$ cat config.mk
export PLATFORM = sky130hd
export DESIGN_NAME = infix_to_prefix_converter_unit
export DESIGN_NICKNAME = d
export VERILOG_FILES = /design/src/design/itpc_pkg.sv /design/src/design/itpc_front.sv /design/src/design/itpc_queue.sv /design/src/design/itpc_back.sv /design/src/design/infix_to_prefix_converter_unit.sv
export SDC_FILE = /design/constraint.sdc
export NUM_CORES = 2
export LEC_CHECK = 0
export ABC_CLOCK_PERIOD_IN_PS = 3650
export BUFFER_PORTS_ARGS = -buffer_cell sky130_fd_sc_hd__buf_4
export CAP_MARGIN = 20
export CORE_UTILIZATION = 59
export CTS_BUF_LIST = sky130_fd_sc_hd__clkbuf_4
export CTS_CLUSTER_SIZE = 25
export DETAILED_ROUTE_END_ITERATION = 12
export PLACE_DENSITY = 0.76
export SYNTH_ARGS = -nofsm -noshare
export SYNTH_HDL_FRONTEND = slang
export SYNTH_SLANG_ARGS = --single-unit
export TNS_END_PERCENT = 50
$ cat constraint.sdc
create_clock -name i_clk -period 3.65 [get_ports i_clk]
set_input_delay 0.1825 -clock i_clk [delete_from_list [all_inputs] [get_ports i_clk]]
set_output_delay 0.1825 -clock i_clk [all_outputs]
set_load 0.01 [all_outputs]
$ cat src/design/itpc_pkg.sv
`default_nettype none
package itpc_pkg;

    localparam logic [7:0] CH_PLUS   = 8'h2B;
    localparam logic [7:0] CH_MINUS  = 8'h2D;
    localparam logic [7:0] CH_STAR   = 8'h2A;
    localparam logic [7:0] CH_SLASH  = 8'h2F;
    localparam logic [7:0] CH_CARET  = 8'h5E;
    localparam logic [7:0] CH_PCT    = 8'h25;
    localparam logic [7:0] CH_LPAREN = 8'h28;
    localparam logic [7:0] CH_RPAREN = 8'h29;

    localparam logic [2:0] PREC_ADD = 3'd1;
    localparam logic [2:0] PREC_MUL = 3'd2;
    localparam logic [2:0] PREC_POW = 3'd3;
    localparam logic [2:0] PREC_MOD = 3'd4;
    localparam logic [2:0] PREC_NONE = 3'd0;

    localparam int QDEPTH = 4;

    typedef enum logic [1:0] {
        K_OPND = 2'd0,
        K_OPER = 2'd1,
        K_LPAR = 2'd2,
        K_RPAR = 2'd3
    } t_kind;

    typedef struct packed {
        logic [7:0] ch;
        t_kind      kind;
        logic [2:0] prec;
    } t_tok;

    typedef struct packed {
        t_tok tok;
        logic last;
    } t_item;

    typedef struct packed {
        logic [7:0] ch;
        logic       last;
        logic       empty;
        logic       err;
    } t_res;

endpackage
`default_nettype wire

$ cat src/design/itpc_front.sv
`default_nettype none
module itpc_front (
    input  wire                 i_clk,
    input  wire                 i_rst_n,
    input  wire                 i_valid,
    input  wire  [7:0]          i_char,
    input  wire                 i_last,
    output logic                o_ready,
    output logic                o_q_valid,
    output itpc_pkg::t_item     o_q_item,
    input  wire                 i_q_ready
);

    logic            r_valid;
    itpc_pkg::t_item r_item;

    function automatic itpc_pkg::t_tok classify(input logic [7:0] c);
        itpc_pkg::t_tok t;
        t.ch   = c;
        t.kind = itpc_pkg::K_OPER;
        t.prec = itpc_pkg::PREC_NONE;
        unique case (c)
            itpc_pkg::CH_PLUS, itpc_pkg::CH_MINUS: t.prec = itpc_pkg::PREC_ADD;
            itpc_pkg::CH_STAR, itpc_pkg::CH_SLASH: t.prec = itpc_pkg::PREC_MUL;
            itpc_pkg::CH_CARET:  t.prec = itpc_pkg::PREC_POW;
            itpc_pkg::CH_PCT:    t.prec = itpc_pkg::PREC_MOD;
            itpc_pkg::CH_LPAREN: t.kind = itpc_pkg::K_LPAR;
            itpc_pkg::CH_RPAREN: t.kind = itpc_pkg::K_RPAR;
            default:             t.kind = itpc_pkg::K_OPND;
        endcase
        return t;
    endfunction

    assign o_ready   = !r_valid || i_q_ready;
    assign o_q_valid = r_valid;
    assign o_q_item  = r_item;

    always_ff @(posedge i_clk) begin
        if (!i_rst_n) begin
            r_valid <= 1'b0;
        end else if (i_valid && o_ready) begin
            r_valid <= 1'b1;
        end else if (i_q_ready) begin
            r_valid <= 1'b0;
        end
    end

    always_ff @(posedge i_clk) begin
        if (i_valid && o_ready) begin
            r_item.tok  <= classify(i_char);
            r_item.last <= i_last;
        end
    end

endmodule
`default_nettype wire

$ cat src/design/itpc_queue.sv
`default_nettype none
module itpc_queue (
    input  wire                 i_clk,
    input  wire                 i_rst_n,
    input  wire                 i_valid,
    input  wire itpc_pkg::t_item i_item,
    output logic                o_ready,
    output logic                o_valid,
    output itpc_pkg::t_item     o_item,
    input  wire                 i_ready
);

    localparam int QAW = $clog2(itpc_pkg::QDEPTH);

    itpc_pkg::t_item r_mem [itpc_pkg::QDEPTH];
    logic [QAW-1:0]  r_wp;
    logic [QAW-1:0]  r_rp;
    logic [QAW:0]    r_cnt;
    logic            push;
    logic            pop;

    assign o_ready = r_cnt != (QAW+1)'(itpc_pkg::QDEPTH);
    assign o_valid = r_cnt != '0;
    assign o_item  = r_mem[r_rp];
    assign push    = i_valid && o_ready;
    assign pop     = o_valid && i_ready;

    always_ff @(posedge i_clk) begin
        if (!i_rst_n) begin
            r_wp  <= '0;
            r_rp  <= '0;
            r_cnt <= '0;
        end else begin
            if (push) begin
                r_wp <= r_wp + QAW'(1);
            end
            if (pop) begin
                r_rp <= r_rp + QAW'(1);
            end
            if (push && !pop) begin
                r_cnt <= r_cnt + (QAW+1)'(1);
            end else if (pop && !push) begin
                r_cnt <= r_cnt - (QAW+1)'(1);
            end
        end
    end

    always_ff @(posedge i_clk) begin
        if (push) begin
            r_mem[r_wp] <= i_item;
        end
    end

endmodule
`default_nettype wire

$ cat src/design/itpc_back.sv
`default_nettype none
module itpc_back #(
    parameter int MAX_LEN = 64
) (
    input  wire                 i_clk,
    input  wire                 i_rst_n,
    input  wire                 i_q_valid,
    input  wire itpc_pkg::t_item i_q_item,
    output logic                o_q_ready,
    output logic                o_res_valid,
    output itpc_pkg::t_res      o_res,
    input  wire                 i_res_ready
);

    localparam int CW = $clog2(MAX_LEN + 1);
    localparam int AW = $clog2(MAX_LEN);

    typedef enum logic [7:0] {
        S_FILL  = 8'b0000_0001,
        S_RD    = 8'b0000_0010,
        S_PROC  = 8'b0000_0100,
        S_LOAD  = 8'b0000_1000,
        S_DRAIN = 8'b0001_0000,
        S_EMIT  = 8'b0010_0000,
        S_OLOAD = 8'b0100_0000,
        S_STAT  = 8'b1000_0000
    } t_state;

    itpc_pkg::t_tok mem_expr  [MAX_LEN];
    itpc_pkg::t_tok mem_stack [MAX_LEN];
    logic [7:0]     mem_out   [MAX_LEN];

    t_state         r_state, n_state;
    t_state         r_ret, n_ret;
    logic [CW-1:0]  r_cnt, n_cnt;
    logic           r_fault, n_fault;
    logic [AW-1:0]  r_idx, n_idx;
    logic [CW-1:0]  r_sp, n_sp;
    itpc_pkg::t_tok r_top, n_top;
    logic [CW-1:0]  r_n, n_n;
    logic [AW-1:0]  r_k, n_k;
    logic           r_stat_err, n_stat_err;
    logic           r_ovalid, n_ovalid;
    itpc_pkg::t_res r_ores, n_ores;
    itpc_pkg::t_tok r_xdata;
    itpc_pkg::t_tok r_sdata;
    logic [7:0]     r_odata;

    logic           expr_we;
    logic           stk_we;
    logic           out_we;
    logic [7:0]     out_wd;
    logic           top_ok;
    logic           slot_free;
    logic [AW-1:0]  stk_ra;

    assign o_q_ready   = r_state == S_FILL;
    assign o_res_valid = r_ovalid;
    assign o_res       = r_ores;
    assign top_ok      = (r_sp != '0) && (r_top.kind != itpc_pkg::K_RPAR);
    assign slot_free   = !r_ovalid || i_res_ready;
    assign stk_ra      = AW'(r_sp - CW'(2));

    always_comb begin
        n_state    = r_state;
        n_ret      = r_ret;
        n_cnt      = r_cnt;
        n_fault    = r_fault;
        n_idx      = r_idx;
        n_sp       = r_sp;
        n_top      = r_top;
        n_n        = r_n;
        n_k        = r_k;
        n_stat_err = r_stat_err;
        n_ovalid   = r_ovalid && !i_res_ready;
        n_ores     = r_ores;
        expr_we    = 1'b0;
        stk_we     = 1'b0;
        out_we     = 1'b0;
        out_wd     = r_top.ch;

        unique case (r_state)
            S_FILL: begin
                if (i_q_valid) begin
                    if (r_cnt < CW'(MAX_LEN)) begin
                        expr_we = 1'b1;
                        n_cnt   = r_cnt + CW'(1);
                    end else begin
                        n_fault = 1'b1;
                    end
                    if (i_q_item.last) begin
                        n_sp = '0;
                        n_n  = '0;
                        if (r_fault || r_cnt == CW'(MAX_LEN)) begin
                            n_stat_err = 1'b1;
                            n_state    = S_STAT;
                        end else begin
                            n_idx   = AW'(r_cnt);
                            n_state = S_RD;
                        end
                    end
                end
            end
            S_RD: begin
                n_state = S_PROC;
            end
            S_PROC: begin
                unique case (r_xdata.kind)
                    itpc_pkg::K_OPND: begin
                        out_we = 1'b1;
                        out_wd = r_xdata.ch;
                        n_n    = r_n + CW'(1);
                        n_ret  = S_RD;
                    end
                    itpc_pkg::K_RPAR: begin
                        stk_we = r_sp != '0;
                        n_top  = r_xdata;
                        n_sp   = r_sp + CW'(1);
                        n_ret  = S_RD;
                    end
                    itpc_pkg::K_LPAR: begin
                        if (top_ok) begin
                            out_we = 1'b1;
                            n_n    = r_n + CW'(1);
                            n_ret  = S_PROC;
                        end else begin
                            n_ret  = S_RD;
                        end
                    end
                    itpc_pkg::K_OPER: begin
                        if (top_ok && ((r_top.prec > r_xdata.prec) ||
                            (r_top.prec == r_xdata.prec &&
                             r_xdata.ch == itpc_pkg::CH_CARET))) begin
                            out_we = 1'b1;
                            n_n    = r_n + CW'(1);
                            n_ret  = S_PROC;
                        end else begin
                            stk_we = r_sp != '0;
                            n_top  = r_xdata;
                            n_sp   = r_sp + CW'(1);
                            n_ret  = S_RD;
                        end
                    end
                    default: begin
                        n_ret = S_RD;
                    end
                endcase
                if (r_xdata.kind == itpc_pkg::K_LPAR && r_sp == '0) begin
                    n_stat_err = 1'b1;
                    n_state    = S_STAT;
                end else if (out_we && r_xdata.kind != itpc_pkg::K_OPND) begin
                    n_sp    = r_sp - CW'(1);
                    n_state = S_LOAD;
                end else if (r_xdata.kind == itpc_pkg::K_LPAR) begin
                    n_sp    = r_sp - CW'(1);
                    n_state = S_LOAD;
                end else if (r_idx == '0) begin
                    n_state = S_DRAIN;
                end else begin
                    n_idx   = r_idx - AW'(1);
                    n_state = S_RD;
                end
            end
            S_LOAD: begin
                if (r_sp != '0) begin
                    n_top = r_sdata;
                end
                if (r_ret != S_RD) begin
                    n_state = r_ret;
                end else if (r_idx == '0) begin
                    n_state = S_DRAIN;
                end else begin
                    n_idx   = r_idx - AW'(1);
                    n_state = S_RD;
                end
            end
            S_DRAIN: begin
                if (r_sp == '0) begin
                    if (r_n == '0) begin
                        n_stat_err = 1'b0;
                        n_state    = S_STAT;
                    end else begin
                        n_k     = AW'(r_n - CW'(1));
                        n_state = S_EMIT;
                    end
                end else if (r_top.kind == itpc_pkg::K_RPAR) begin
                    n_stat_err = 1'b1;
                    n_state    = S_STAT;
                end else begin
                    out_we  = 1'b1;
                    n_n     = r_n + CW'(1);
                    n_sp    = r_sp - CW'(1);
                    n_ret   = S_DRAIN;
                    n_state = S_LOAD;
                end
            end
            S_EMIT: begin
                if (slot_free) begin
                    n_state = S_OLOAD;
                end
            end
            S_OLOAD: begin
                n_ovalid     = 1'b1;
                n_ores.ch    = r_odata;
                n_ores.last  = r_k == '0;
                n_ores.empty = 1'b0;
                n_ores.err   = 1'b0;
                if (r_k == '0) begin
                    n_cnt   = '0;
                    n_fault = 1'b0;
                    n_sp    = '0;
                    n_n     = '0;
                    n_state = S_FILL;
                end else begin
                    n_k     = r_k - AW'(1);
                    n_state = S_EMIT;
                end
            end
            S_STAT: begin
                if (slot_free) begin
                    n_ovalid     = 1'b1;
                    n_ores.ch    = '0;
                    n_ores.last  = 1'b1;
                    n_ores.empty = !r_stat_err;
                    n_ores.err   = r_stat_err;
                    n_cnt        = '0;
                    n_fault      = 1'b0;
                    n_sp         = '0;
                    n_n          = '0;
                    n_state      = S_FILL;
                end
            end
            default: begin
                n_state = S_FILL;
            end
        endcase
    end

    always_ff @(posedge i_clk) begin
        if (!i_rst_n) begin
            r_state    <= S_FILL;
            r_ret      <= S_RD;
            r_cnt      <= '0;
            r_fault    <= 1'b0;
            r_sp       <= '0;
            r_n        <= '0;
            r_stat_err <= 1'b0;
            r_ovalid   <= 1'b0;
        end else begin
            r_state    <= n_state;
            r_ret      <= n_ret;
            r_cnt      <= n_cnt;
            r_fault    <= n_fault;
            r_sp       <= n_sp;
            r_n        <= n_n;
            r_stat_err <= n_stat_err;
            r_ovalid   <= n_ovalid;
        end
    end

    always_ff @(posedge i_clk) begin
        r_idx  <= n_idx;
        r_top  <= n_top;
        r_k    <= n_k;
        r_ores <= n_ores;
    end

    // buffered expression, operator stack and collected output
    always_ff @(posedge i_clk) begin
        if (expr_we) begin
            mem_expr[AW'(r_cnt)] <= i_q_item.tok;
        end
        r_xdata <= mem_expr[r_idx];
    end

    always_ff @(posedge i_clk) begin
        if (stk_we) begin
            mem_stack[AW'(r_sp - CW'(1))] <= r_top;
        end
        r_sdata <= mem_stack[stk_ra];
    end

    always_ff @(posedge i_clk) begin
        if (out_we) begin
            mem_out[AW'(r_n)] <= out_wd;
        end
        r_odata <= mem_out[r_k];
    end

`ifndef SYNTHESIS
    a_stack_bound: assert property (@(posedge i_clk) disable iff (!i_rst_n)
        r_sp <= r_cnt)
        else $error("operator stack deeper than buffered expression");

    a_out_bound: assert property (@(posedge i_clk) disable iff (!i_rst_n)
        r_n <= r_cnt)
        else $error("more output characters than buffered characters");

    a_slot_empty: assert property (@(posedge i_clk) disable iff (!i_rst_n)
        r_state == S_OLOAD |-> !r_ovalid)
        else $error("output register overwritten before transfer");

    a_fault_full: assert property (@(posedge i_clk) disable iff (!i_rst_n)
        r_fault |-> r_cnt == CW'(MAX_LEN))
        else $error("overflow flagged with buffer not full");
`endif

endmodule
`default_nettype wire

$ cat src/design/infix_to_prefix_converter_unit.sv
// Infix to prefix converter. Characters arrive one per transfer on the slave
// stream, the last one marked by tlast; each passes a classifying input stage
// and a four-entry queue, then is written to the expression buffer, so input
// flows at one transfer per cycle until the queue fills behind a conversion.
// After the marked character the back end scans the buffer right to left with
// an operator stack and then sends the prefix expression on the master stream,
// tlast on its final character. Each character costs a buffer read, then a
// decision; each operator pop and each matched parenthesis pair adds a stack
// memory read, and each result takes an output buffer read, then a load.
// Input stalls meanwhile. An unmatched parenthesis or more than MAX_LEN
// characters gives a single result with tuser error bit set, an empty
// expression a single result with the empty bit.
`default_nettype none
module infix_to_prefix_converter_unit #(
    parameter int MAX_LEN = 64
) (
    input  wire         i_clk,
    input  wire         i_rst_n,
    input  wire         i_s_axis_tvalid,
    output logic        o_s_axis_tready,
    input  wire  [7:0]  i_s_axis_tdata,   // char_in
    input  wire         i_s_axis_tlast,
    output logic        o_m_axis_tvalid,
    input  wire         i_m_axis_tready,
    output logic [7:0]  o_m_axis_tdata,   // char_out
    output logic        o_m_axis_tlast,
    output logic [1:0]  o_m_axis_tuser    // out_empty, err_flag
);

    logic            f_valid;
    itpc_pkg::t_item f_item;
    logic            f_ready;
    logic            q_valid;
    itpc_pkg::t_item q_item;
    logic            q_ready;
    itpc_pkg::t_res  res;

    itpc_front u_front (
        .i_clk     (i_clk),
        .i_rst_n   (i_rst_n),
        .i_valid   (i_s_axis_tvalid),
        .i_char    (i_s_axis_tdata),
        .i_last    (i_s_axis_tlast),
        .o_ready   (o_s_axis_tready),
        .o_q_valid (f_valid),
        .o_q_item  (f_item),
        .i_q_ready (f_ready)
    );

    itpc_queue u_queue (
        .i_clk   (i_clk),
        .i_rst_n (i_rst_n),
        .i_valid (f_valid),
        .i_item  (f_item),
        .o_ready (f_ready),
        .o_valid (q_valid),
        .o_item  (q_item),
        .i_ready (q_ready)
    );

    itpc_back #(
        .MAX_LEN (MAX_LEN)
    ) u_back (
        .i_clk       (i_clk),
        .i_rst_n     (i_rst_n),
        .i_q_valid   (q_valid),
        .i_q_item    (q_item),
        .o_q_ready   (q_ready),
        .o_res_valid (o_m_axis_tvalid),
        .o_res       (res),
        .i_res_ready (i_m_axis_tready)
    );

    assign o_m_axis_tdata = res.ch;
    assign o_m_axis_tlast = res.last;
    assign o_m_axis_tuser = {res.err, res.empty};

endmodule
`default_nettype wire

==> impl_summary.txt <==
----------------------------------------------------
[Outcome]
  Run status ... completed

[STA]
  Relative slew margins ... 25.8%
  Final setup skew ... 0.107 ns
  Setup TNS ... 0 ns
  Max Freq ... roughly 0.29 GHz
  Measured slew at the worst slew-check pin ... 1.10 ns
  Final-report hold violation count ... 0
  Final Max Tran Viols ... 0
  RSZ-0062 raised after global routing ... false
  Final critical path time including I/O delays and setup ... about 3.5 ns
  Period Utilization, post-route ... between 90% and 100%
  # setup viols final ... 0
  Final Hold Slack ... 0.222 ns

[Finish]
  Area grow syn2layout ... 12.9%
  Final cell area excluding filler cells ... just over 100000 µm²
  Net count, final ... 4816
  Fill cell instance count of the final layout ... between 9000 and 10000
  Layout cell share with drive strength beyond 1 ... 38.3%

[Routing]
  1st-iter DRT viols ... around 5300
  Vias per Instance ... 6.27
  Total wirelength of the detailed-routed design ... about 200000 µm
  Wire length per cell after detailed routing ... 27.5 µm
  Number of nets with antenna violations after routing ... 0
  Via count ... 45300
  Initial DRT Pass Iterations ... 5
  Remaining design rule violation count ... 0

[Die]
  Die X-Extent ... 396 µm
  IO Pins ... 26
  Starting Density ... 59.4%
  Placeable core region ... 154000 µm²
  Die H ... 396 µm
  Number of cell rows ... 144
  Total die area ... 157000 µm²

[Setup path]
  Maximum fanout along the worst path ... 13
  Reg2reg path depth ... 11
  CP dominant cell by count ... sky130_fd_sc_hd__buf_4
  CP delay by family, top ... simple AND/OR/NAND/NOR gates
  Worst path bufs/invs ... 3
  Cell depth of the worst setup path ... 11
  Delay contributed by the slowest stage of the critical path ... around 0.4 ns
  Crit end category ... flop
  Crit path launch type ... flop
  Cell Chain, Critical Path ... inv_1 > ha_1 > or3b_1 > o21a_1 > a31oi_1 > or2_1 > and4_4 > nand3_2 > buf_4 > nor2_2 > buf_4
  Worst setup path category ... reg2reg
  Data required time at the worst endpoint ... 4.59 ns
  CP max-delay cell ... sky130_fd_sc_hd__or3b_1
  Arrival @ worst endpoint ... 4.42 ns

[CTS]
  Source-to-sink clock delay at the later pin of the worst-skew pair ... 1.30 ns
  Clk pin slew, worst setup/hold paths ... around 0.07 ns
  Clock Path Buffers ... 4
  TritonCTS sink count ... around 2400
  CTS tree ... built
  Number of buffers added by the clock tree synthesis step ... 591
  Depth of the CTS H-tree ... 6
  CTS root buffer ... sky130_fd_sc_hd__clkbuf_4

[Synthesis]
  Sequential fraction of the synthesis area ... roughly 77%
  Most used flip-flop cell after synthesis ... sky130_fd_sc_hd__edfxtp_1
  Count of state elements after synthesis ... 2361
  Net count of the mapped netlist ... 4099
  Syn avg cell area ... between 20 and 25 µm²
  Proportion of register bits with asynchronous set or reset after synthesis ... 0%
  Distinct cell type count after synthesis ... 76
  Number of enable flip-flop cells after synthesis ... 2282
  Mapped Area ... 91500 µm²
  Gate count after technology mapping ... 4061
  Synthesis warning total ... 0

[Power]
  Power Total ... 65.4 mW
  Total power divided by cell area ... 633 nW/µm²
  Leak pwr ... about 33 nW
  IR Drop Worst-Case VDD ... 0.609 mV

[GRT]
  Pin count of the biggest net entering global routing ... 111
  Remaining global-route overflow ... 0
  Global-route wire length before repair ... 295000 µm
  Number of global-route vias before repair ... 46100
  Total global routing track utilization ... 25.8%
  Initial antenna violation count ... 5

[Place]
  Total half-perimeter wirelength after legalization and detailed placement ... 116000 µm
  Placed cell area ... ~96000 µm²
  Number of I/O port buffers ... 25
  Gpl congestion ... 0.844

[Job]
  Max Cap Violations ... 0

[Hold path]
  Hold Crit Class ... in2reg
  Worst Hold Depth ... 3

----------------------------------------------------
==> state kept, by name, indices dropped and copies added (netlist names), 8 cells and up, named ones only <==
signal	cells
u_back.mem_expr	832
u_back.mem_stack	832
u_back.mem_out	512
u_queue.r_mem	56
u_front.o_q_item	14
u_back.r_sdata	13
u_back.r_top	13
u_back.r_xdata	13
u_back.o_res	11
u_back.r_odata	8
u_back.r_state	8
==> Yosys cell counts, types with 3 or more instances <==
library cell                  n  area, µm²
sky130_fd_sc_hd__inv_1       28        105
sky130_fd_sc_hd__mux4_2     697      15700
sky130_fd_sc_hd__o21ai_1      4       20.0
sky130_fd_sc_hd__a21oi_1     57        285
sky130_fd_sc_hd__and3_1       6       37.5
sky130_fd_sc_hd__nand4b_1     8       70.1
sky130_fd_sc_hd__nor4_1       3       18.8
sky130_fd_sc_hd__a311o_1      3       30.0
sky130_fd_sc_hd__nor2_1     237        890
sky130_fd_sc_hd__nand2_1     45        169
sky130_fd_sc_hd__nor3_1      43        215
sky130_fd_sc_hd__ha_1        24        300
sky130_fd_sc_hd__buf_1       33        124
sky130_fd_sc_hd__or4_1        3       22.5
sky130_fd_sc_hd__clkbuf_1   101        379
sky130_fd_sc_hd__o21ai_0     28        140
sky130_fd_sc_hd__or3_1       12       75.1
sky130_fd_sc_hd__a211oi_1    13       97.6
sky130_fd_sc_hd__o31a_1       3       26.3
sky130_fd_sc_hd__nand2b_1     5       31.3
sky130_fd_sc_hd__nor2b_1     21        131
sky130_fd_sc_hd__nand3b_1     6       45.0
sky130_fd_sc_hd__nand3_1     29        145
sky130_fd_sc_hd__xnor2_1     21        184
sky130_fd_sc_hd__buf_2       72        360
sky130_fd_sc_hd__buf_4        6       45.0
sky130_fd_sc_hd__mux2i_1     41        410
sky130_fd_sc_hd__and4_1       3       26.3
sky130_fd_sc_hd__edfxtp_1  2282      68500
sky130_fd_sc_hd__mux2_2      27        304
sky130_fd_sc_hd__dfxtp_1     79       1580
sky130_fd_sc_hd__o22ai_1      8       50.1
sky130_fd_sc_hd__a31oi_1     11       68.8
sky130_fd_sc_hd__nand2_2      4       25.0
sky130_fd_sc_hd__o221ai_1     6       52.6
sky130_fd_sc_hd__nand3_2      4       40.0
sky130_fd_sc_hd__xor2_1      15        131
sky130_fd_sc_hd__and2_1      18        113
sky130_fd_sc_hd__and4b_1      3       30.0
sky130_fd_sc_hd__or2_2        4       25.0
==> through the flow <==
stage	worst slack [ns]	std cells	util (%)
global route	0.0507	7220	67.1
global placement	0.0802	6181	62.2
floorplan	-0.130	4061	-
finish	0.172	7221	67.1
detailed placement	0.0132	6189	62.2
CTS	0.0985	7203	67.0
==> worst min-delay path, stage by stage <==
cell	delay (ns)
sky130_fd_sc_hd__dlygate4sd3_1	0.53
sky130_fd_sc_hd__buf_4	0.11
sky130_fd_sc_hd__dlygate4sd3_1	0.56
==> cell usage in the layout (no fill, tap or decap), types with 8 or more instances in the layout <==
cell | netlist | layout
sky130_fd_sc_hd__edfxtp_1 | 2282 | 2282
sky130_fd_sc_hd__clkbuf_4 | 0 | 834
sky130_fd_sc_hd__mux4_2 | 697 | 697
sky130_fd_sc_hd__buf_4 | 6 | 271
sky130_fd_sc_hd__nor2_1 | 237 | 197
sky130_fd_sc_hd__clkinv_1 | 0 | 115
sky130_fd_sc_hd__dfxtp_1 | 79 | 77
sky130_fd_sc_hd__a21oi_1 | 57 | 56
sky130_fd_sc_hd__nand2_1 | 45 | 45
sky130_fd_sc_hd__mux2i_1 | 41 | 41
sky130_fd_sc_hd__nor3_1 | 43 | 40
sky130_fd_sc_hd__nor2_2 | 0 | 33
sky130_fd_sc_hd__nand3_1 | 29 | 29
sky130_fd_sc_hd__inv_1 | 28 | 28
sky130_fd_sc_hd__dlygate4sd3_1 | 0 | 28
sky130_fd_sc_hd__mux2_2 | 27 | 27
sky130_fd_sc_hd__o21ai_0 | 28 | 26
sky130_fd_sc_hd__ha_1 | 24 | 23
sky130_fd_sc_hd__buf_12 | 0 | 23
sky130_fd_sc_hd__nor2b_1 | 21 | 21
sky130_fd_sc_hd__xnor2_1 | 21 | 19
sky130_fd_sc_hd__and2_1 | 18 | 18
sky130_fd_sc_hd__xor2_1 | 15 | 14
sky130_fd_sc_hd__inv_2 | 0 | 14
sky130_fd_sc_hd__a211oi_1 | 13 | 13
sky130_fd_sc_hd__or3_1 | 12 | 12
sky130_fd_sc_hd__a31oi_1 | 11 | 11
sky130_fd_sc_hd__clkinv_2 | 0 | 11
sky130_fd_sc_hd__nand4b_1 | 8 | 8
sky130_fd_sc_hd__o22ai_1 | 8 | 8
sky130_fd_sc_hd__nor2_4 | 1 | 8
sky130_fd_sc_hd__bufinv_16 | 0 | 8
sky130_fd_sc_hd__clkinvlp_4 | 0 | 8
sky130_fd_sc_hd__buf_2 | 72 | 8
==> path summary, 6_finish.rpt <==
| check | start | end | slack (ns) |
|---|---|---|---|
| setup / recovery | u_back.r_sp[0]$_SDFFE_PN0P_ | u_back.mem_stack[37][4]$_DFFE_PP_ | 0.17 |
| hold / removal | i_s_axis_tdata[4] | u_front.o_q_item[10]$_DFFE_PP_ | 0.22 |
| setup reg to reg | u_back.r_sp[0]$_SDFFE_PN0P_ | u_back.mem_stack[37][4]$_DFFE_PP_ | 0.17 |
| hold reg to reg | u_back.r_fault$_SDFFE_PN0P_ | u_back.r_fault$_SDFFE_PN0P_ | 0.49 |
==> repair_timing <==
| action | in CTS | in global routing |
|---|---|---|
| gates resized for setup | 1 | 4 |
| endpoints found under the hold margin | 84 | 0 |
| buffers inserted | 0 | 0 |
| endpoints found under the setup margin | 26 | 44 |
| hold buffers | 28 | 0 |
==> metal layers <==
layer / global-route usage (%) / wire length [µm] / up-vias
li1: - / - / 19000
met1: 37.6 / 79200 / 23500
met2: 39.2 / 96400 / 2584
met3: 5.81 / 19200 / 304
met4: 8.65 / 4000 / 2
met5: 0 / 11 / -
==> report_power, final <==
part / internal (mW) / switching [mW] / leakage [nW]
clock network: 11.0 / 10.1 / 4.22
registers: 31.0 / 0.392 / 21.2
logic: 5.53 / 7.41 / 7.24
==> cell families after synthesis <==
| kind of cell | after synthesis | synth area share (%) |
|---|---|---|
| DFF | 2361 | 76.6 |
| adders and majority gates | 25 | 0.350 |
| muxes | 765 | 17.9 |
| buffers and inverters | 241 | 1.12 |
| xor gates and xnor gates | 36 | 0.345 |
| and+or+nand+nor | 478 | 2.58 |
| AOI/OAI and AO/OA | 155 | 1.05 |
==> final cells by class <==
cell class,count,area (µm²),share of cell area (%)
Sequential cell,2361,70100,67.9
Multi-Input combinational cell,1459,20600,19.9
Clock buffer,828,6220,6.02
Timing Repair Buffer,337,2870,2.77
Tap cell,2044,2560,2.48
Clock inverter,158,857,0.830
Inverter,28,105,0.102
Antenna cell,6,15.0,0.0145
Power figures use the tool's default switching activity.
